===== src/rtl/core/pfma_pkg.sv =====
package pfma_pkg;

    localparam int unsigned RES_W = 30;
    localparam int unsigned OPD_W = 64;
    localparam int unsigned EXP_W = 63;

    localparam logic [RES_W-1:0] FIELD_P  = 30'd1000000007;
    localparam logic [RES_W:0]   FIELD_P1 = 31'd1000000007;
    localparam logic [EXP_W-1:0] INV_EXP  = 63'd1000000005;

    typedef enum logic [2:0] {
        FN_REDUCE = 3'd0,
        FN_NEGATE = 3'd1,
        FN_ADD    = 3'd2,
        FN_SUB    = 3'd3,
        FN_MUL    = 3'd4,
        FN_POW    = 3'd5,
        FN_INV    = 3'd6,
        FN_DIV    = 3'd7
    } func_t;

    typedef enum logic [8:0] {
        S_IDLE = 9'b000000001,
        S_RED  = 9'b000000010,
        S_FIX  = 9'b000000100,
        S_DISP = 9'b000001000,
        S_MUL  = 9'b000010000,
        S_PSQ  = 9'b000100000,
        S_PBIT = 9'b001000000,
        S_PADV = 9'b010000000,
        S_OUT  = 9'b100000000
    } state_t;

    // what the multiplier result feeds once the serial product is done
    typedef enum logic [1:0] {
        MK_FINAL  = 2'd0,
        MK_SQUARE = 2'd1,
        MK_BASE   = 2'd2
    } mul_kind_t;

endpackage


===== src/rtl/core/prime_field_modular_alu.sv =====
// Channel | Handshake              | Payload
// --------+------------------------+------------------------------------------
// request | req_valid / req_ready  | func, operand_a, operand_b, exponent
// response| rsp_valid / rsp_ready  | result
//
// One request at a time. Operand reduction shifts 64 bits in, one per cycle.
// Each modular product runs through a bit-serial shift-and-add unit, multiplier bits MSB first.
// Power, inverse and divide walk all 63 exponent bits with a square and, per set bit,
// a base product.
// rst_n clears the sequencer only; a response holds until rsp_ready, and req_ready is low
// from acceptance until the response beat is taken.
module prime_field_modular_alu
    import pfma_pkg::*;
(
    input  logic                    clk,
    input  logic                    rst_n,
    input  logic                    req_valid,
    output logic                    req_ready,
    input  logic [2:0]              func,
    input  logic signed [OPD_W-1:0] operand_a,
    input  logic signed [OPD_W-1:0] operand_b,
    input  logic [EXP_W-1:0]        exponent,
    output logic                    rsp_valid,
    input  logic                    rsp_ready,
    output logic [RES_W-1:0]        result
);

    state_t           state_reg,  state_next;
    func_t            func_reg,   func_next;
    mul_kind_t        kind_reg,   kind_next;
    logic [OPD_W-1:0] mag_a_reg,  mag_a_next;
    logic [OPD_W-1:0] mag_b_reg,  mag_b_next;
    logic             neg_a_reg,  neg_a_next;
    logic             neg_b_reg,  neg_b_next;
    logic [EXP_W-1:0] exp_reg,    exp_next;
    logic [RES_W-1:0] ra_reg,     ra_next;
    logic [RES_W-1:0] rb_reg,     rb_next;
    logic [RES_W-1:0] acc_reg,    acc_next;
    logic [RES_W-1:0] base_reg,   base_next;
    logic [RES_W-1:0] mx_reg,     mx_next;
    logic [RES_W-1:0] my_reg,     my_next;
    logic [RES_W-1:0] prod_reg,   prod_next;
    logic [RES_W-1:0] res_reg,    res_next;
    logic [5:0]       cnt_reg,    cnt_next;
    logic [5:0]       ecnt_reg,   ecnt_next;

    logic             req_beat;
    logic [RES_W:0]   red_a, red_b, dbl, dbl_r, msum, msum_r, add_s, sub_s;

    assign req_ready = (state_reg == S_IDLE);
    assign rsp_valid = (state_reg == S_OUT);
    assign result    = res_reg;
    assign req_beat  = req_valid && req_ready;

    // serial reduction step: r = 2r + bit, one conditional subtract
    assign red_a = {ra_reg, mag_a_reg[OPD_W-1]};
    assign red_b = {rb_reg, mag_b_reg[OPD_W-1]};

    // interleaved modular product step, multiplier bits MSB first
    assign dbl    = {prod_reg, 1'b0};
    assign dbl_r  = (dbl >= FIELD_P1) ? dbl - FIELD_P1 : dbl;
    assign msum   = dbl_r + (mx_reg[RES_W-1] ? {1'b0, my_reg} : '0);
    assign msum_r = (msum >= FIELD_P1) ? msum - FIELD_P1 : msum;

    assign add_s = {1'b0, ra_reg} + {1'b0, rb_reg};
    assign sub_s = {1'b0, ra_reg} + FIELD_P1 - {1'b0, rb_reg};

    always_comb
    begin
        state_next = state_reg;
        func_next  = func_reg;
        kind_next  = kind_reg;
        mag_a_next = mag_a_reg;
        mag_b_next = mag_b_reg;
        neg_a_next = neg_a_reg;
        neg_b_next = neg_b_reg;
        exp_next   = exp_reg;
        ra_next    = ra_reg;
        rb_next    = rb_reg;
        acc_next   = acc_reg;
        base_next  = base_reg;
        mx_next    = mx_reg;
        my_next    = my_reg;
        prod_next  = prod_reg;
        res_next   = res_reg;
        cnt_next   = cnt_reg;
        ecnt_next  = ecnt_reg;

        case (state_reg)
            S_IDLE:
            begin
                if (req_beat)
                begin
                    func_next  = func_t'(func);
                    neg_a_next = operand_a[OPD_W-1];
                    neg_b_next = operand_b[OPD_W-1];
                    mag_a_next = operand_a[OPD_W-1] ? 64'(-operand_a) : operand_a;
                    mag_b_next = operand_b[OPD_W-1] ? 64'(-operand_b) : operand_b;
                    exp_next   = (func_t'(func) == FN_POW) ? exponent : INV_EXP;
                    ra_next    = '0;
                    rb_next    = '0;
                    cnt_next   = 6'd63;
                    state_next = S_RED;
                end
            end
            S_RED:
            begin
                ra_next    = (red_a >= FIELD_P1) ? 30'(red_a - FIELD_P1) : red_a[RES_W-1:0];
                rb_next    = (red_b >= FIELD_P1) ? 30'(red_b - FIELD_P1) : red_b[RES_W-1:0];
                mag_a_next = {mag_a_reg[OPD_W-2:0], 1'b0};
                mag_b_next = {mag_b_reg[OPD_W-2:0], 1'b0};
                cnt_next   = cnt_reg - 6'd1;
                if (cnt_reg == '0)
                    state_next = S_FIX;
            end
            S_FIX:
            begin
                if (neg_a_reg && ra_reg != '0)
                    ra_next = FIELD_P - ra_reg;
                if (neg_b_reg && rb_reg != '0)
                    rb_next = FIELD_P - rb_reg;
                state_next = S_DISP;
            end
            S_DISP:
            begin
                state_next = S_OUT;
                case (func_reg)
                    FN_REDUCE: res_next = ra_reg;
                    FN_NEGATE: res_next = (ra_reg == '0) ? '0 : FIELD_P - ra_reg;
                    FN_ADD:    res_next = (add_s >= FIELD_P1) ? 30'(add_s - FIELD_P1)
                                                              : add_s[RES_W-1:0];
                    FN_SUB:    res_next = (ra_reg >= rb_reg) ? ra_reg - rb_reg
                                                             : sub_s[RES_W-1:0];
                    FN_MUL:
                    begin
                        mx_next    = ra_reg;
                        my_next    = rb_reg;
                        prod_next  = '0;
                        cnt_next   = 6'(RES_W - 1);
                        kind_next  = MK_FINAL;
                        state_next = S_MUL;
                    end
                    default:
                    begin
                        acc_next   = 30'd1;
                        base_next  = (func_reg == FN_DIV) ? rb_reg : ra_reg;
                        ecnt_next  = 6'(EXP_W - 1);
                        state_next = S_PSQ;
                    end
                endcase
            end
            S_MUL:
            begin
                prod_next = msum_r[RES_W-1:0];
                mx_next   = {mx_reg[RES_W-2:0], 1'b0};
                cnt_next  = cnt_reg - 6'd1;
                if (cnt_reg == '0)
                begin
                    case (kind_reg)
                        MK_SQUARE:
                        begin
                            acc_next   = msum_r[RES_W-1:0];
                            state_next = S_PBIT;
                        end
                        MK_BASE:
                        begin
                            acc_next   = msum_r[RES_W-1:0];
                            state_next = S_PADV;
                        end
                        default:
                        begin
                            res_next   = msum_r[RES_W-1:0];
                            state_next = S_OUT;
                        end
                    endcase
                end
            end
            S_PSQ:
            begin
                mx_next    = acc_reg;
                my_next    = acc_reg;
                prod_next  = '0;
                cnt_next   = 6'(RES_W - 1);
                kind_next  = MK_SQUARE;
                state_next = S_MUL;
            end
            S_PBIT:
            begin
                if (exp_reg[EXP_W-1])
                begin
                    mx_next    = acc_reg;
                    my_next    = base_reg;
                    prod_next  = '0;
                    cnt_next   = 6'(RES_W - 1);
                    kind_next  = MK_BASE;
                    state_next = S_MUL;
                end
                else
                    state_next = S_PADV;
            end
            S_PADV:
            begin
                exp_next  = {exp_reg[EXP_W-2:0], 1'b0};
                ecnt_next = ecnt_reg - 6'd1;
                if (ecnt_reg != '0)
                    state_next = S_PSQ;
                else if (func_reg == FN_DIV)
                begin
                    mx_next    = ra_reg;
                    my_next    = acc_reg;
                    prod_next  = '0;
                    cnt_next   = 6'(RES_W - 1);
                    kind_next  = MK_FINAL;
                    state_next = S_MUL;
                end
                else
                begin
                    res_next   = acc_reg;
                    state_next = S_OUT;
                end
            end
            S_OUT:
            begin
                if (rsp_ready)
                    state_next = S_IDLE;
            end
            default: state_next = S_IDLE;
        endcase
    end

    always_ff @(posedge clk or negedge rst_n)
    begin
        if (!rst_n)
            state_reg <= S_IDLE;
        else
            state_reg <= state_next;
    end

    always_ff @(posedge clk)
    begin
        func_reg  <= func_next;
        kind_reg  <= kind_next;
        mag_a_reg <= mag_a_next;
        mag_b_reg <= mag_b_next;
        neg_a_reg <= neg_a_next;
        neg_b_reg <= neg_b_next;
        exp_reg   <= exp_next;
        ra_reg    <= ra_next;
        rb_reg    <= rb_next;
        acc_reg   <= acc_next;
        base_reg  <= base_next;
        mx_reg    <= mx_next;
        my_reg    <= my_next;
        prod_reg  <= prod_next;
        res_reg   <= res_next;
        cnt_reg   <= cnt_next;
        ecnt_reg  <= ecnt_next;
    end

`ifndef SYNTHESIS
    a_result_in_field: assert property (@(posedge clk) disable iff (!rst_n)
        rsp_valid |-> (result < FIELD_P))
        else $error("result not a residue");

    a_acc_in_field: assert property (@(posedge clk) disable iff (!rst_n)
        (state_reg == S_PSQ || state_reg == S_PBIT || state_reg == S_PADV)
            |-> (acc_reg < FIELD_P && base_reg < FIELD_P))
        else $error("power accumulator out of range");

    a_prod_in_field: assert property (@(posedge clk) disable iff (!rst_n)
        (state_reg == S_MUL) |-> (prod_reg < FIELD_P && my_reg < FIELD_P))
        else $error("serial product out of range");

    a_no_overlap: assert property (@(posedge clk) disable iff (!rst_n)
        !(req_ready && rsp_valid))
        else $error("request taken while response pending");

    a_accept_starts: assert property (@(posedge clk) disable iff (!rst_n)
        req_beat |=> (state_reg == S_RED && !rsp_valid))
        else $error("accepted beat did not start reduction");
`endif

endmodule

===== config.mk =====
export PLATFORM = sky130hd
export DESIGN_NAME = prime_field_modular_alu
export DESIGN_NICKNAME = d
export VERILOG_FILES = /design/src/rtl/core/pfma_pkg.sv /design/src/rtl/core/prime_field_modular_alu.sv
export SDC_FILE = /design/constraint.sdc
export NUM_CORES = 1
export LEC_CHECK = 0
export BUFFER_PORTS_ARGS = -buffer_cell sky130_fd_sc_hd__buf_2
export CAP_MARGIN = 20
export CORE_AREA = 4 4 286 288
export DETAILED_ROUTE_END_ITERATION = 10
export DIE_AREA = 0 0 290 292
export SLEW_MARGIN = 20
export SYNTH_ARGS = -nofsm -noshare
export SYNTH_HDL_FRONTEND = slang
export SYNTH_SLANG_ARGS = --single-unit

===== constraint.sdc =====
create_clock -name clk -period 16 [get_ports clk]
set_input_delay 1.6 -clock clk [delete_from_list [all_inputs] [get_ports clk]]
set_output_delay 1.6 -clock clk [all_outputs]
set_load 0.01 [all_outputs]

---- Yosys cells after proc, flatten, opt, wreduce, memory -nomap -nowiden ----
Cells that the tools add are included.
word-level totals
  flip-flop bits (word level) ............. 459
  latch bits .............................. 0
  bits in writable memories ............... 0
  bits in read-only memories .............. 0
  input bits .............................. 198
  output and inout bits ................... 32
  word-level logic and storage cells ...... 179
  memories ................................ 0
cells by class
  add/subtract/negate cells ............... 16
  multiply operators ...................... 0
  divide/modulo/power cells ............... 0
  magnitude comparators ................... 6
  equality and inequality tests ........... 32
  shift operators ......................... 0
  muxes and demuxes ....................... 71
  bitwise gates (word level) .............. 1
  reductions and logical operators ........ 35
operators with widths
  operator                                                                                number
  30-bit two-way mux                                                                      30
  30-bit case mux with 5 select lines                                                     2
  30-bit case mux with 3 select lines                                                     3
  64-bit two-way mux                                                                      4
  64-bit case mux with 2 select lines                                                     2
  30-bit case mux with 4 select lines                                                     2
  31-bit by 30-bit greater-or-equal comparator with 1-bit output (second input constant)  5
  64-bit negation                                                                         2
  63-bit two-way mux                                                                      2
  63-bit case mux with 2 select lines                                                     1
  30-bit subtractor (second input constant)                                               4
  9-bit case mux with 9 select lines                                                      1
  30-bit case mux with 2 select lines                                                     1
  30-bit nonzero test                                                                     2
  30-bit subtractor                                                                       2
  30-bit subtractor (first input constant)                                                2
  9-bit two-way mux                                                                       6
  6-bit two-way mux                                                                       6
  6-bit case mux with 6 select lines                                                      1
  9-bit case mux with 2 select lines                                                      2
  30-bit by 30-bit adder with 31-bit output                                               1
  31-bit by 30-bit adder with 31-bit output                                               1
  31-bit two-way mux                                                                      1
  31-bit by 30-bit subtractor with 31-bit output (second input constant)                  1
  42 further kinds                                                                        77

---- Longest topological paths before layout ----
  depth after elaboration ................. 8
  depth in mapped cells ................... 30
  depth with buffers taken out ............ 26

---- Least setup slack after synthesis ----
Ideal clock, no wire load.
  path kind ............................... register -> register
  start ................................... register prod_reg[6]
  end ..................................... register res_reg[1], in the netlist result[1], data pin
  library setup time ...................... 0.270 ns
  data arrival time ....................... 5.894 ns
  path slack .............................. 9.836 ns
  cell stages (with the launch flop) ...... 28
  path buffers ............................ 3
  period minus slack after synthesis ...... 6.164 ns
  path through ............................ edfxtp_1 -> nor4_1 -> nand2_1 -> a31oi_1 -> o21a_1 -> nand2_1 -> a21oi_1 -> nor2_1 -> nor2_1 -> clkbuf_1 -> nor4_1 -> nand2_1 -> xnor2_1 -> ha_1 -> clkbuf_1 -> nand2_1 -> o21ai_0 -> a21boi_0 -> a211o_1 -> a21oi_1 -> o2111ai_1 -> and4_1 -> or3_1 -> a31oi_1 -> buf_2 -> mux2_2 -> a221oi_1 -> o21ai_0
between the ends
  longest elaborated chain between the ends .. 8
RTL lines
  element                                                                                                                                  RTL line                        source
  start: declaration                                                                                                                       prime_field_modular_alu.sv:42   logic [RES_W-1:0] prod_reg, prod_next;
  start signal: assignment                                                                                                                 prime_field_modular_alu.sv:254  prod_reg <= prod_next;
  31-bit by 30-bit subtractor with 31-bit output / 31-bit by 30-bit greater-or-equal comparator with 1-bit output (equally long branches)  prime_field_modular_alu.sv:61   assign dbl_r = (dbl >= FIELD_P1) ? dbl - FIELD_P1 : dbl;
  31-bit two-way mux (*)                                                                                                                   prime_field_modular_alu.sv:61
  31-bit by 30-bit adder with 31-bit output (*)                                                                                            prime_field_modular_alu.sv:62   assign msum = dbl_r + (mx_reg[RES_W-1] ? {1'b0, my_reg} : '0);
  31-bit by 30-bit greater-or-equal comparator with 1-bit output / 30-bit subtractor (equally long branches)                               prime_field_modular_alu.sv:63   assign msum_r = (msum >= FIELD_P1) ? msum - FIELD_P1 : msum;
  30-bit two-way mux (*)                                                                                                                   prime_field_modular_alu.sv:63
  30-bit two-way mux (*)                                                                                                                   prime_field_modular_alu.sv:159  case (kind_reg)
  30-bit two-way mux (*)                                                                                                                   prime_field_modular_alu.sv:157  if (cnt_reg == '0)
  30-bit case mux with 3 select lines (*)                                                                                                  prime_field_modular_alu.sv:89   case (state_reg)
  via res_next[1]                                                                                                                          prime_field_modular_alu.sv:43   logic [RES_W-1:0] res_reg, res_next;
  end signal: assignment                                                                                                                   prime_field_modular_alu.sv:255  res_reg <= res_next;
  end: declaration                                                                                                                         prime_field_modular_alu.sv:43
Mark *: on every way through the listed nets, which the timed path passes. The rest lies on a longest branch. The select of a mux whose other input is x is not followed.
A chain may end at the register's enable or synchronous reset.

---- Worst setup path in the final report ----
Same ends and word-level chain as after synthesis.

==> results.ini <==
[status]
status=complete, no violations

[synthesis]
post_synth_num_cell_types=106
syn-num-nets=4400
synthArstFlopShare_pct=1.96
synth.avg_cell_area_um2=8.77
syn_area_mm2=0.0354
synth_ff_type=edfxtp_1
yosys_warnings=0
synth_edf_count=450
ys_seq_elements=459
yosysSeqAreaShare_pct=38.8
syn_inst=4037

[timing]
finalSetupTns_ns=0
fmax_ghz=0.129
whs_ns=0.510
slew_headroom_pct=16.1
max_slew.worst_pin.slew_ns=1.25
period_share_pct=48.3
rsz0062_at_grt=no
final_period_minus_worst_setup_slack_ns=7.73
setup_viol=0
maxSlewViolCount=0
finalClockSkew_ns=0.0215
hold_viol_final=0

[drt]
drtIter0Drc=2932
drc=0
vias=31526
drtPass1Iterations=6
wire_per_inst_um=22.6
routed_wl_um=119000
via_per_inst=6.02
ant_nets=0

[power]
peakVddDrop_mv=0.133
power_mw=9.15
leakage_nw=14.8
power_density_mw_per_mm2=233

[global_route]
grt_pass1_wl_um=180000
antenna_found_initial=10
first_global_vias=29877
grt_usage_pct=26.7
grt-ovfl-total=0
grt_max_degree=207

[worst_setup_path]
crit_arrival_ns=8.08
slowest_delay_ns=0.50
startpoint_type=register
slowest_stage=ha_1
worstSetupPathType=register to register
worstSetupEndpointType=register
ff2ff_setup_slack_ns=8.27
crit_fanout=41
required_ns=16.36

[clocking]
cts_root_buf=clkbuf_16
clock_latency_ns=0.61
cts_buffer_depth=3
cts_hold_buf=0
clk_pin_slew_ns=0.06
post_cts_resized=0
h-tree-depth=2
cts_inserted_buffers=54
postCtsSetupBuffers=0
cts.sinks=459
tritoncts=yes

[floorplanning]
die_h_um=292
core.rowCount=103
die_width_um=290
die-area_mm2=0.0847
ioPinCount=230
core-area_mm2=0.0789
initial_utilization_pct=44.9

[place]
io_buffers=229
dp_hpwl_um=89600
place_congestion=0.966

[layout]
finalNetCount=4505
final_util_pct=49.7
drive_gt1_share_pct=11.0
areaGrowthSynthToFinish_pct=10.8

[run]
cap_violations=0

[hold_path]
hold_path_class=register to register

cell usage after synthesis, drive strengths merged, types with 19 or more instances:
library cell / count / area [um2]
buf: 33 / 161
o211ai: 32 / 240
o21bai: 26 / 195
xnor2: 196 / 1720
clkbuf: 209 / 785
o21ai: 328 / 1640
o21a: 29 / 218
nand2: 587 / 2210
nor3: 101 / 510
nor2b: 20 / 125
or3: 58 / 378
edfxtp: 450 / 13500
a211o: 24 / 210
a31oi: 34 / 213
a21o: 22 / 165
and2: 56 / 350
and3: 30 / 188
xor2: 174 / 1530
o41ai: 26 / 235
o31ai: 59 / 453
nand2b: 34 / 220
mux2i: 20 / 200
a211oi: 33 / 258
or2: 19 / 124
ha: 146 / 1830
nand3: 131 / 666
a22oi: 72 / 554
fa: 19 / 380
nor2: 309 / 1160
a21oi: 235 / 1190
inv: 144 / 541
o22ai: 57 / 357
or4: 35 / 282
nand4: 35 / 219
nor4: 38 / 272
per-stage QoR:
stage	cell area [um2]	setup WS, ns	cells
3_3_place_gp	37500	8.19	5136
6_report	39200	8.27	5241
5_1_grt	39200	7.76	5239
2_1_floorplan	35400	9.84	4037
3_5_place_dp	37500	8.32	5136
4_1_cts	39200	8.31	5237
final cells by class:
class	instances	area (um2)
well taps	1050	1310
clock buffers	63	1390
fillers	7656	39700
clock inverters	38	345
multi-input cells	3186	20200
inverters	150	563
flip-flops and latches	459	13700
repair buffers	291	1630
diodes	4	10.0
final timing paths:
kind / start / end / depth (start not counted)
min in group asynchronous: rst_n / state_reg[7] / 1
setup reg to reg: prod_reg[6] / result[1] / 27
setup / recovery: prod_reg[6] / result[1] / 27
hold reg to reg: exp_reg[20] / exp_reg[21] / 2
max in group asynchronous: rst_n / state_reg[0] / 1
hold / removal: exp_reg[20] / exp_reg[21] / 2
routing by layer:
layer  share of wire, %  GRT usage, %  routed length (um)
met3                7.1          3.78                8400
met2                 45          42.9               53900
met1                 45          37.7               52900
met4                2.9          7.65                3490
met5              0.045             0                  53
placed cells by master, fill, tap and decap left out, drive strengths merged, types with 20 or more instances in the layout:
cell and instances:
buf 291, nand3 131, edfxtp 450, o211ai 32, o21a 29, nand2b 34, and2 56, clkbuf 63
nor2 309, o31ai 59, nor3 101, ha 146, o21bai 26, nand2 587, a211oi 33, o21ai 328
nor4 38, or4 35, a22oi 72, nor2b 20, a21oi 235, and3 30, clkinv 32, a21o 22
a211o 24, o22ai 57, inv 147, o41ai 26, or3 58, mux2i 20, xnor2 196, nand4 35
xor2 174, a31oi 34
worst max-delay path: cells and delay by family (launching register included):
family	cells	cell delay [ns]
buf+inv	3	0.89
compound gates	12	3.19
mux	1	0.40
xor+xnor	1	0.15
simple gates	9	1.87
fa+ha+maj	1	0.50
flops	1	0.42
where the power goes:
| group | internal (mW) | switching, mW |
|---|---|---|
| Combinational | 2.02 | 3.69 |
| Clock | 0.702 | 0.534 |
| Sequential | 1.86 | 0.349 |
kinds of logic after synthesis:
| logic type | Yosys count | share of synthesized area [%] |
|---|---|---|
| buf+inv | 392 | 4.26 |
| flops | 459 | 38.8 |
| xor+xnor | 370 | 9.18 |
| compound gates | 1113 | 20.4 |
| simple gates | 1513 | 20.4 |
| mux | 25 | 0.725 |
| fa+ha+maj | 165 | 6.24 |
(Power assumes the default switching activity.)
